File: config.mk
export PLATFORM = sky130hd
export DESIGN_NAME = binary_message_frame_receiver_top
export DESIGN_NICKNAME = d
export VERILOG_FILES = /design/src/rtl/core/bmfr_pkg.sv /design/src/rtl/core/binary_message_frame_receiver_top.sv
export SDC_FILE = /design/constraint.sdc
export NUM_CORES = 1
export LEC_CHECK = 0
export BUFFER_PORTS_ARGS = -buffer_cell sky130_fd_sc_hd__buf_2
export CORE_ASPECT_RATIO = 0.6
export CORE_MARGIN = 2
export CORE_UTILIZATION = 40
export DETAILED_ROUTE_END_ITERATION = 10
export SKIP_CTS_REPAIR_TIMING = 1
export SLEW_MARGIN = 30
export SYNTH_ARGS = -nofsm -noshare
export SYNTH_HDL_FRONTEND = slang
export SYNTH_SLANG_ARGS = --single-unit
File: constraint.sdc
create_clock -name clk -period 18.3 [get_ports clk]
set_input_delay 3.66 -clock clk [delete_from_list [all_inputs] [get_ports clk]]
set_output_delay 3.66 -clock clk [all_outputs]
set_load 0.02 [all_outputs]
File: src/rtl/core/bmfr_pkg.sv
// bmfr_pkg: shared types and constants for the binary message frame receiver
// depends on nothing; imported by binary_message_frame_receiver_top
`default_nettype none

package bmfr_pkg;

    // fixed field widths of the result transaction
    localparam int KIND_W  = 3;
    localparam int BYTE_W  = 8;
    localparam int SEQ_W   = 64;
    localparam int TLEN_OW = 9;
    localparam int PLEN_OW = 11;

    // header layout
    localparam int HDR_BYTES = 16;
    localparam int HDR_W     = HDR_BYTES * BYTE_W;
    localparam int HPOS_W    = 4;
    localparam logic [BYTE_W-1:0] VERSION_ONE = 8'h01;

    // event kinds
    localparam logic [KIND_W-1:0] KIND_TOPIC     = 3'd0;
    localparam logic [KIND_W-1:0] KIND_PAYLOAD   = 3'd1;
    localparam logic [KIND_W-1:0] KIND_EMPTY_END = 3'd2;
    localparam logic [KIND_W-1:0] KIND_BAD_VER   = 3'd3;
    localparam logic [KIND_W-1:0] KIND_TOO_LARGE = 3'd4;

    // configuration register indexes
    localparam int CFG_IDX_W = 2;
    localparam int CFG_DATA_W = 8;
    localparam logic [CFG_IDX_W-1:0] CFG_EXACTLY_ONCE   = 2'd0;
    localparam logic [CFG_IDX_W-1:0] CFG_PUBLISH_CODE   = 2'd1;
    localparam logic [CFG_IDX_W-1:0] CFG_SIGNED_PUBLISH = 2'd2;

    localparam logic [BYTE_W-1:0] PUBLISH_CODE_RST = 8'd1;
    localparam logic [BYTE_W-1:0] SIGNED_CODE_RST  = 8'd16;

    typedef struct packed {
        logic [KIND_W-1:0]  event_kind;
        logic [BYTE_W-1:0]  data_byte;
        logic               end_of_message;
        logic               signed_message;
        logic               ack_request;
        logic [SEQ_W-1:0]   sequence_res;
        logic [TLEN_OW-1:0] topic_length;
        logic [PLEN_OW-1:0] delivered_payload_length;
    } result_t;

endpackage

`default_nettype wire

File: src/rtl/core/binary_message_frame_receiver_top.sv
// binary_message_frame_receiver_top: frame parser with two-entry output skid
// depends on bmfr_pkg
//
//  channel  | signals                                   | direction
//  ---------+-------------------------------------------+----------
//  input    | in_valid, in_ready, rx_byte               | in
//  result   | out_valid, out_ready, event_kind ..       | out
//  config   | cfg_write, cfg_index, cfg_data            | in
//
// one received byte per cycle while in_ready is high; any result is registered
// the frame state is updated in the cycle the byte is accepted
// a result and a skid entry can wait; in_ready drops only when the skid is full
// reset clears the parser state and config; the header shift line needs no clearing
`default_nettype none

module binary_message_frame_receiver_top
    import bmfr_pkg::*;
#(
    parameter int MAX_TOPIC_BYTES        = 256,
    parameter int MAX_PAYLOAD_BYTES      = 2000,
    parameter int SIGNATURE_PREFIX_BYTES = 68
)
(
    input  wire logic                  clk,
    input  wire logic                  rst_n,

    input  wire logic                  in_valid,
    output      logic                  in_ready,
    input  wire logic [BYTE_W-1:0]     rx_byte,

    output      logic                  out_valid,
    input  wire logic                  out_ready,
    output      logic [KIND_W-1:0]     event_kind,
    output      logic [BYTE_W-1:0]     data_byte,
    output      logic                  end_of_message,
    output      logic                  signed_message,
    output      logic                  ack_request,
    output      logic [SEQ_W-1:0]      sequence_res,
    output      logic [TLEN_OW-1:0]    topic_length,
    output      logic [PLEN_OW-1:0]    delivered_payload_length,

    input  wire logic                  cfg_write,
    input  wire logic [CFG_IDX_W-1:0]  cfg_index,
    input  wire logic [CFG_DATA_W-1:0] cfg_data
);

    localparam int TLEN_W = $clog2(MAX_TOPIC_BYTES + 1);
    localparam int PLEN_W = $clog2(MAX_PAYLOAD_BYTES + 1);
    localparam int POS_W  = $clog2(MAX_TOPIC_BYTES + MAX_PAYLOAD_BYTES + 1);

    localparam logic PH_HEADER = 1'b0;
    localparam logic PH_BODY   = 1'b1;

    // configuration
    logic              exactly_once_reg;
    logic [BYTE_W-1:0] publish_code_reg;
    logic [BYTE_W-1:0] signed_code_reg;

    // parser state
    logic              phase_reg, phase_next;
    logic [HPOS_W-1:0] hpos_reg, hpos_next;
    logic [POS_W-1:0]  pos_reg, pos_next;
    logic [HDR_W-BYTE_W-1:0] hdr_reg;
    logic [BYTE_W-1:0] cmd_reg, cmd_next;
    logic [TLEN_W-1:0] tlen_reg, tlen_next;
    logic [PLEN_W-1:0] plen_reg, plen_next;
    logic [SEQ_W-1:0]  seq_reg, seq_next;

    // output skid
    logic    out_valid_reg, skid_valid_reg;
    result_t out_reg, skid_reg;

    logic    accept, pop, push;
    result_t res;

    // header decode
    logic [HDR_W-1:0]  hdr_full;
    logic [BYTE_W-1:0] h_ver, h_cmd;
    logic [15:0]       h_tlen;
    logic [31:0]       h_plen;
    logic [SEQ_W-1:0]  h_seq;

    // fields of the frame the result refers to
    logic [BYTE_W-1:0] f_cmd;
    logic [TLEN_W-1:0] f_tlen;
    logic [PLEN_W-1:0] f_plen;
    logic [SEQ_W-1:0]  f_seq;
    logic              f_publish, f_signed, f_skip;
    logic [31:0]       f_dlen;

    logic              last;
    logic [31:0]       pay_off;

    assign in_ready = !skid_valid_reg;
    assign accept   = in_valid && in_ready;
    assign pop      = out_valid_reg && out_ready;

    assign hdr_full = {hdr_reg, rx_byte};
    assign h_ver    = hdr_full[HDR_W-1 -: BYTE_W];
    assign h_cmd    = hdr_full[HDR_W-BYTE_W-1 -: BYTE_W];
    assign h_tlen   = hdr_full[HDR_W-2*BYTE_W-1 -: 16];
    assign h_plen   = hdr_full[HDR_W-4*BYTE_W-1 -: 32];
    assign h_seq    = hdr_full[SEQ_W-1:0];

    always_comb
    begin
        // frame fields: freshly decoded on the final header byte, else the stored ones
        if (phase_reg == PH_HEADER)
        begin
            f_cmd  = h_cmd;
            f_tlen = TLEN_W'(h_tlen);
            f_plen = PLEN_W'(h_plen);
            f_seq  = h_seq;
        end
        else
        begin
            f_cmd  = cmd_reg;
            f_tlen = tlen_reg;
            f_plen = plen_reg;
            f_seq  = seq_reg;
        end
        f_signed  = (f_cmd == signed_code_reg);
        f_publish = (f_cmd == publish_code_reg) || f_signed;
        f_skip    = f_signed && (32'(f_plen) >= 32'(SIGNATURE_PREFIX_BYTES));
        f_dlen    = 32'(f_plen) - (f_skip ? 32'(SIGNATURE_PREFIX_BYTES) : 32'd0);
    end

    always_comb
    begin
        phase_next = phase_reg;
        hpos_next  = hpos_reg;
        pos_next   = pos_reg;
        cmd_next   = cmd_reg;
        tlen_next  = tlen_reg;
        plen_next  = plen_reg;
        seq_next   = seq_reg;
        push       = 1'b0;
        last       = 1'b0;
        pay_off    = 32'(pos_reg) - 32'(tlen_reg);

        res.event_kind               = KIND_TOPIC;
        res.data_byte                = rx_byte;
        res.end_of_message           = 1'b0;
        res.signed_message           = f_signed;
        res.ack_request              = 1'b0;
        res.sequence_res             = f_seq;
        res.topic_length             = TLEN_OW'(32'(f_tlen));
        res.delivered_payload_length = f_dlen[PLEN_OW-1:0];

        if (phase_reg == PH_HEADER)
        begin
            hpos_next = hpos_reg + 1'b1;
            if (hpos_reg == HPOS_W'(HDR_BYTES - 1))
            begin
                if (h_ver != VERSION_ONE)
                begin
                    push = 1'b1;
                    res  = '0;
                    res.event_kind = KIND_BAD_VER;
                end
                else if (32'(h_tlen) > 32'(MAX_TOPIC_BYTES)
                         || h_plen > 32'(MAX_PAYLOAD_BYTES))
                begin
                    push = 1'b1;
                    res  = '0;
                    res.event_kind = KIND_TOO_LARGE;
                end
                else
                begin
                    cmd_next  = f_cmd;
                    tlen_next = f_tlen;
                    plen_next = f_plen;
                    seq_next  = f_seq;
                    pos_next  = '0;
                    if (h_tlen == '0 && h_plen == '0)
                    begin
                        // publish with no body ends right here
                        push                = f_publish;
                        res.event_kind      = KIND_EMPTY_END;
                        res.data_byte       = '0;
                        res.end_of_message  = 1'b1;
                        res.ack_request     = exactly_once_reg && (f_seq != '0);
                    end
                    else
                    begin
                        phase_next = PH_BODY;
                    end
                end
            end
        end
        else
        begin
            last = (32'(pos_reg) + 32'd1) >= (32'(tlen_reg) + 32'(plen_reg));
            if (last)
            begin
                phase_next = PH_HEADER;
                pos_next   = '0;
            end
            else
            begin
                pos_next = pos_reg + 1'b1;
            end
            res.end_of_message = last;
            res.ack_request    = last && exactly_once_reg && (seq_reg != '0);
            if (f_publish)
            begin
                if (32'(pos_reg) < 32'(tlen_reg))
                begin
                    push           = 1'b1;
                    res.event_kind = KIND_TOPIC;
                end
                else if (pay_off >= (f_skip ? 32'(SIGNATURE_PREFIX_BYTES) : 32'd0))
                begin
                    push           = 1'b1;
                    res.event_kind = KIND_PAYLOAD;
                end
                else if (last)
                begin
                    // last byte falls inside the skipped signature
                    push           = 1'b1;
                    res.event_kind = KIND_EMPTY_END;
                    res.data_byte  = '0;
                end
            end
        end
    end

    always_ff @(posedge clk or negedge rst_n)
    begin
        if (!rst_n)
        begin
            exactly_once_reg <= 1'b0;
            publish_code_reg <= PUBLISH_CODE_RST;
            signed_code_reg  <= SIGNED_CODE_RST;
        end
        else if (cfg_write)
        begin
            case (cfg_index)
                CFG_EXACTLY_ONCE:   exactly_once_reg <= cfg_data[0];
                CFG_PUBLISH_CODE:   publish_code_reg <= cfg_data;
                CFG_SIGNED_PUBLISH: signed_code_reg  <= cfg_data;
                default:            ;
            endcase
        end
    end

    always_ff @(posedge clk or negedge rst_n)
    begin
        if (!rst_n)
        begin
            phase_reg <= PH_HEADER;
            hpos_reg  <= '0;
            pos_reg   <= '0;
            cmd_reg   <= '0;
            tlen_reg  <= '0;
            plen_reg  <= '0;
            seq_reg   <= '0;
        end
        else if (accept)
        begin
            phase_reg <= phase_next;
            hpos_reg  <= hpos_next;
            pos_reg   <= pos_next;
            cmd_reg   <= cmd_next;
            tlen_reg  <= tlen_next;
            plen_reg  <= plen_next;
            seq_reg   <= seq_next;
        end
    end

    // header shift line, oldest byte at the top
    always_ff @(posedge clk)
    begin
        if (accept && phase_reg == PH_HEADER)
        begin
            hdr_reg <= hdr_full[HDR_W-BYTE_W-1:0];
        end
    end

    always_ff @(posedge clk or negedge rst_n)
    begin
        if (!rst_n)
        begin
            out_valid_reg  <= 1'b0;
            skid_valid_reg <= 1'b0;
        end
        else if (skid_valid_reg)
        begin
            if (pop)
            begin
                skid_valid_reg <= 1'b0;
            end
        end
        else if (accept && push)
        begin
            if (out_valid_reg && !pop)
            begin
                skid_valid_reg <= 1'b1;
            end
            else
            begin
                out_valid_reg <= 1'b1;
            end
        end
        else if (pop)
        begin
            out_valid_reg <= 1'b0;
        end
    end

    always_ff @(posedge clk)
    begin
        if (skid_valid_reg)
        begin
            if (pop)
            begin
                out_reg <= skid_reg;
            end
        end
        else if (accept && push)
        begin
            if (out_valid_reg && !pop)
            begin
                skid_reg <= res;
            end
            else
            begin
                out_reg <= res;
            end
        end
    end

    assign out_valid                = out_valid_reg;
    assign event_kind               = out_reg.event_kind;
    assign data_byte                = out_reg.data_byte;
    assign end_of_message           = out_reg.end_of_message;
    assign signed_message           = out_reg.signed_message;
    assign ack_request              = out_reg.ack_request;
    assign sequence_res             = out_reg.sequence_res;
    assign topic_length             = out_reg.topic_length;
    assign delivered_payload_length = out_reg.delivered_payload_length;

endmodule

`default_nettype wire

==> results.py <==
metrics = {
    "outcome": {
        "run_status": "finished, final reports clean",
    },
    "floorplanning": {
        "die_area_sq_mm": 0.0497,
        "initial_core_util_pct": 40.3,
        "die_width_microns": 287,
        "fp.coreArea_sq_mm": 0.0476,
        "boundaryPins": 123,
        "chipHeight_microns": 174,
        "rows": 62,
    },
    "worst_setup_path": {
        "critical_path_required_ps": 18470,
        "crit_path_start_kind": "flop",
        "arrival_ps": 6590,
        "criticalPathCategory": "reg2reg",
        "slowest_delay_ps": 920,
        "crit_path_cell_trace": "mux2i_1 > xnor2_1 > nor4_2 > nand2_1 > a31oi_1 > inv_1 > ha_1 > inv_1 > nor4b_1 > nor4_2 > nand4b_1 > or4_4 > nor4_4 > nor4_4 > buf_4 > buf_4",
        "crit_path_top_delay_cell": "dfrtp_4",
        "ff2ff_path_depth": 16,
        "endpoint_kind": "flop",
        "worst-path-max-fanout": 61,
        "regToRegSetupSlack_ps": 11880,
    },
    "logic_synthesis": {
        "synth.lib_cells_used.distinct": 66,
        "postSynthNetCount": 1334,
        "yosysSeqAreaShare_pct": 66.2,
        "syn-instance-count": 1272,
        "synth_enable_flop_cells": 316,
        "avgSynthCellArea_sq_um": 15.1,
        "ys_seq_elements": 444,
        "synthArstFlopShare_pct": 28.8,
        "synth_flop_cell": "edfxtp_1",
        "synth-warning-count": 0,
        "synth.cell_area_sq_mm": 0.0192,
    },
    "timing": {
        "slew-limit-headroom_pct": 37.6,
        "rsz0062_at_grt": "false",
        "hold-worst-slack_ps": 454,
        "period_minus_slack_ps": 6420,
        "final_worst_path_cycle_share_pct": 35.1,
        "fin_tns_setup_ps": 0,
        "worst_clock_skew_ps": 16.4,
        "final_setup_viols": 0,
        "slew_violations": 0,
        "max_freq_mhz": 156,
        "worst-slew-pin-transition_ps": 937,
        "finalHoldViolations": 0,
    },
    "cts": {
        "cts_buffer_depth": 3,
        "clock-sinks": 444,
        "cts_root_buffer": "clkbuf_16",
        "clock_buffers_created_by_tritoncts": 43,
        "cts-htree-levels": 2,
        "clkSlewWorstSetupHoldPaths_ps": 70,
        "cts_tree": "yes",
        "clk-insertion-delay-late_ps": 560,
    },
    "final_layout": {
        "finalNetCount": 1456,
        "fillers": 4133,
        "largest_reg_flops": 120,
        "final_layout_size_suffix_gt1_share_pct": 28.4,
        "multiInputGateArea_sq_mm": 0.00615,
        "seq_area_sq_mm": 0.0127,
        "syn2layout_area_growth_pct": 14.7,
    },
    "power_and_ir_drop": {
        "largest_voltage_drop_on_the_vdd_net_mv": 0.0654,
        "report.power.total_mw": 2.48,
        "power_density_mw_per_mm2": 113,
        "cellLeakagePower_nw": 8.62,
    },
    "drt": {
        "met3WireLength_microns": 3800,
        "detail_route.iter0.violations": 1111,
        "top_signal_layer_used": "met4",
        "via_per_inst": 5.55,
        "final_wirelength_microns": 45000,
        "final_antenna_net_count": 0,
        "met1_length_microns": 23400,
        "drtPass1Iterations": 5,
        "routed_wire_length_per_instance_microns": 21.8,
        "route.vias.total": 11479,
        "met2RoutedLength_microns": 17300,
        "post-route-drc-count": 0,
    },
    "global_route": {
        "grt_usage_pct": 18.0,
        "grt_pass1_vias": 10966,
        "overflow": 0,
        "antenna_found_initial": 1,
        "grt_max_degree": 86,
        "grt_pass1_wl_microns": 68800,
    },
    "place": {
        "dp.final_hpwl_microns": 30800,
        "portBuffers": 122,
        "gp_congestion": 0.947,
    },
    "run": {
        "drv.max_cap_violation_count": 0,
    },
    "worst_hold_path": {
        "timing.hold.worst_path_depth": 0,
        "timing.hold.worst.class": "reg2reg",
    },
}
-- layer usage --
layer / global-route usage [%] / up-vias
li1: - / 5207
met1: 30.5 / 5799
met2: 22.7 / 419
met3: 4.66 / 54
met4: 3.05 / 0
met5: 0 / -
-- cell usage in the layout (no fill, tap or decap), drive strengths merged, types with 6 or more instances in the layout --
cell,netlist,routed
o21ai,27,27
o31ai,15,15
nor3,12,12
or4,6,6
and2,13,13
clkinv,0,16
nor2b,13,13
a21oi,19,19
nor2,42,42
mux2,180,180
ha,37,37
a31oi,7,7
edfxtp,316,316
xnor2,33,33
inv,25,25
nand3,22,22
clkbuf,33,58
mux2i,21,21
buf,26,136
nor4,52,52
a22o,87,87
nand4,17,17
nand2,61,61
xor2,11,11
dfrtp,126,126
-- worst max-delay path: cells and delay by family (launching register included) --
kind	cells	cell delay, ps
XOR/XNOR	1	130
AO/OA/AOI/OAI	1	410
AND/OR/NAND/NOR	8	2330
multiplexers	1	380
buffers and inverters	4	1340
adder cells (fa/ha/maj)	1	350
flip-flops	1	920
-- worst paths after layout --
| check | start | to |
|---|---|---|
| min in group asynchronous | rst_n | skid_valid_reg |
| max in group asynchronous | rst_n | seq_reg[63] |
| setup / recovery | phase_reg | skid_reg[72] |
| setup reg to reg | phase_reg | skid_reg[72] |
| hold reg to reg | hdr_reg[77] | hdr_reg[85] |
| hold / removal | hdr_reg[77] | hdr_reg[85] |
-- synth_stat cells, drive strengths merged, types with 12 or more instances --
| library cell | number | share of area (%) |
|---|---|---|
| buf | 26 | 0.86 |
| mux2i | 21 | 1.2 |
| nand4 | 17 | 0.56 |
| dfrtp | 126 | 16 |
| xnor2 | 33 | 1.5 |
| nor3 | 12 | 0.31 |
| a21oi | 19 | 0.56 |
| nor2 | 42 | 0.82 |
| nand3 | 22 | 0.57 |
| nor2b | 13 | 0.42 |
| ha | 37 | 2.4 |
| edfxtp | 316 | 50 |
| mux2 | 180 | 11 |
| a22o | 87 | 4.0 |
| and2 | 13 | 0.42 |
| clkbuf | 33 | 0.65 |
| o31ai | 15 | 0.59 |
| inv | 25 | 0.49 |
| nor4 | 52 | 1.9 |
| o21ai | 27 | 0.71 |
| nand2 | 61 | 1.2 |
-- cell families after synthesis --
group                      Yosys count  share of synthesized area, %
AOI/OAI and AO/OA                  200                          8.08
xor gates and xnor gates            44                          2.01
adders and majority gates           39                          2.62
buffers and inverters               84                          2.00
DFF                                444                          66.2
muxes                              201                          11.8
and+or+nand+nor                    260                          7.26
-- power by group --
group | total [mW] | internal [mW] | switching, mW
Sequential | 1.24 | 1.19 | 0.0523
Combinational | 0.307 | 0.124 | 0.183
Clock | 0.928 | 0.544 | 0.384
-- cell type report --
class | instances | share of cell area [%]
Tap cell | 640 | 3.64
Clock inverter | 22 | 1.17
Timing Repair Buffer | 136 | 3.38
Sequential cell | 444 | 57.8
Inverter | 25 | 0.433
Multi-Input combinational cell | 744 | 28.0
Antenna cell | 1 | 0.0114
Clock buffer | 58 | 5.58
-- through the flow --
step                instances  util [%]  worst slack [ps]  cell area, sq um
finish                   2070      46.2             11880             22000
CTS                      2069      46.2             11880             22000
detailed placement       1989      43.1             11720             20500
global route             2069      46.2             11390             22000
global placement         1988      43.0             11490             20400
floorplan                1272         -              4370             19200
Power figures use the tool's default switching activity.
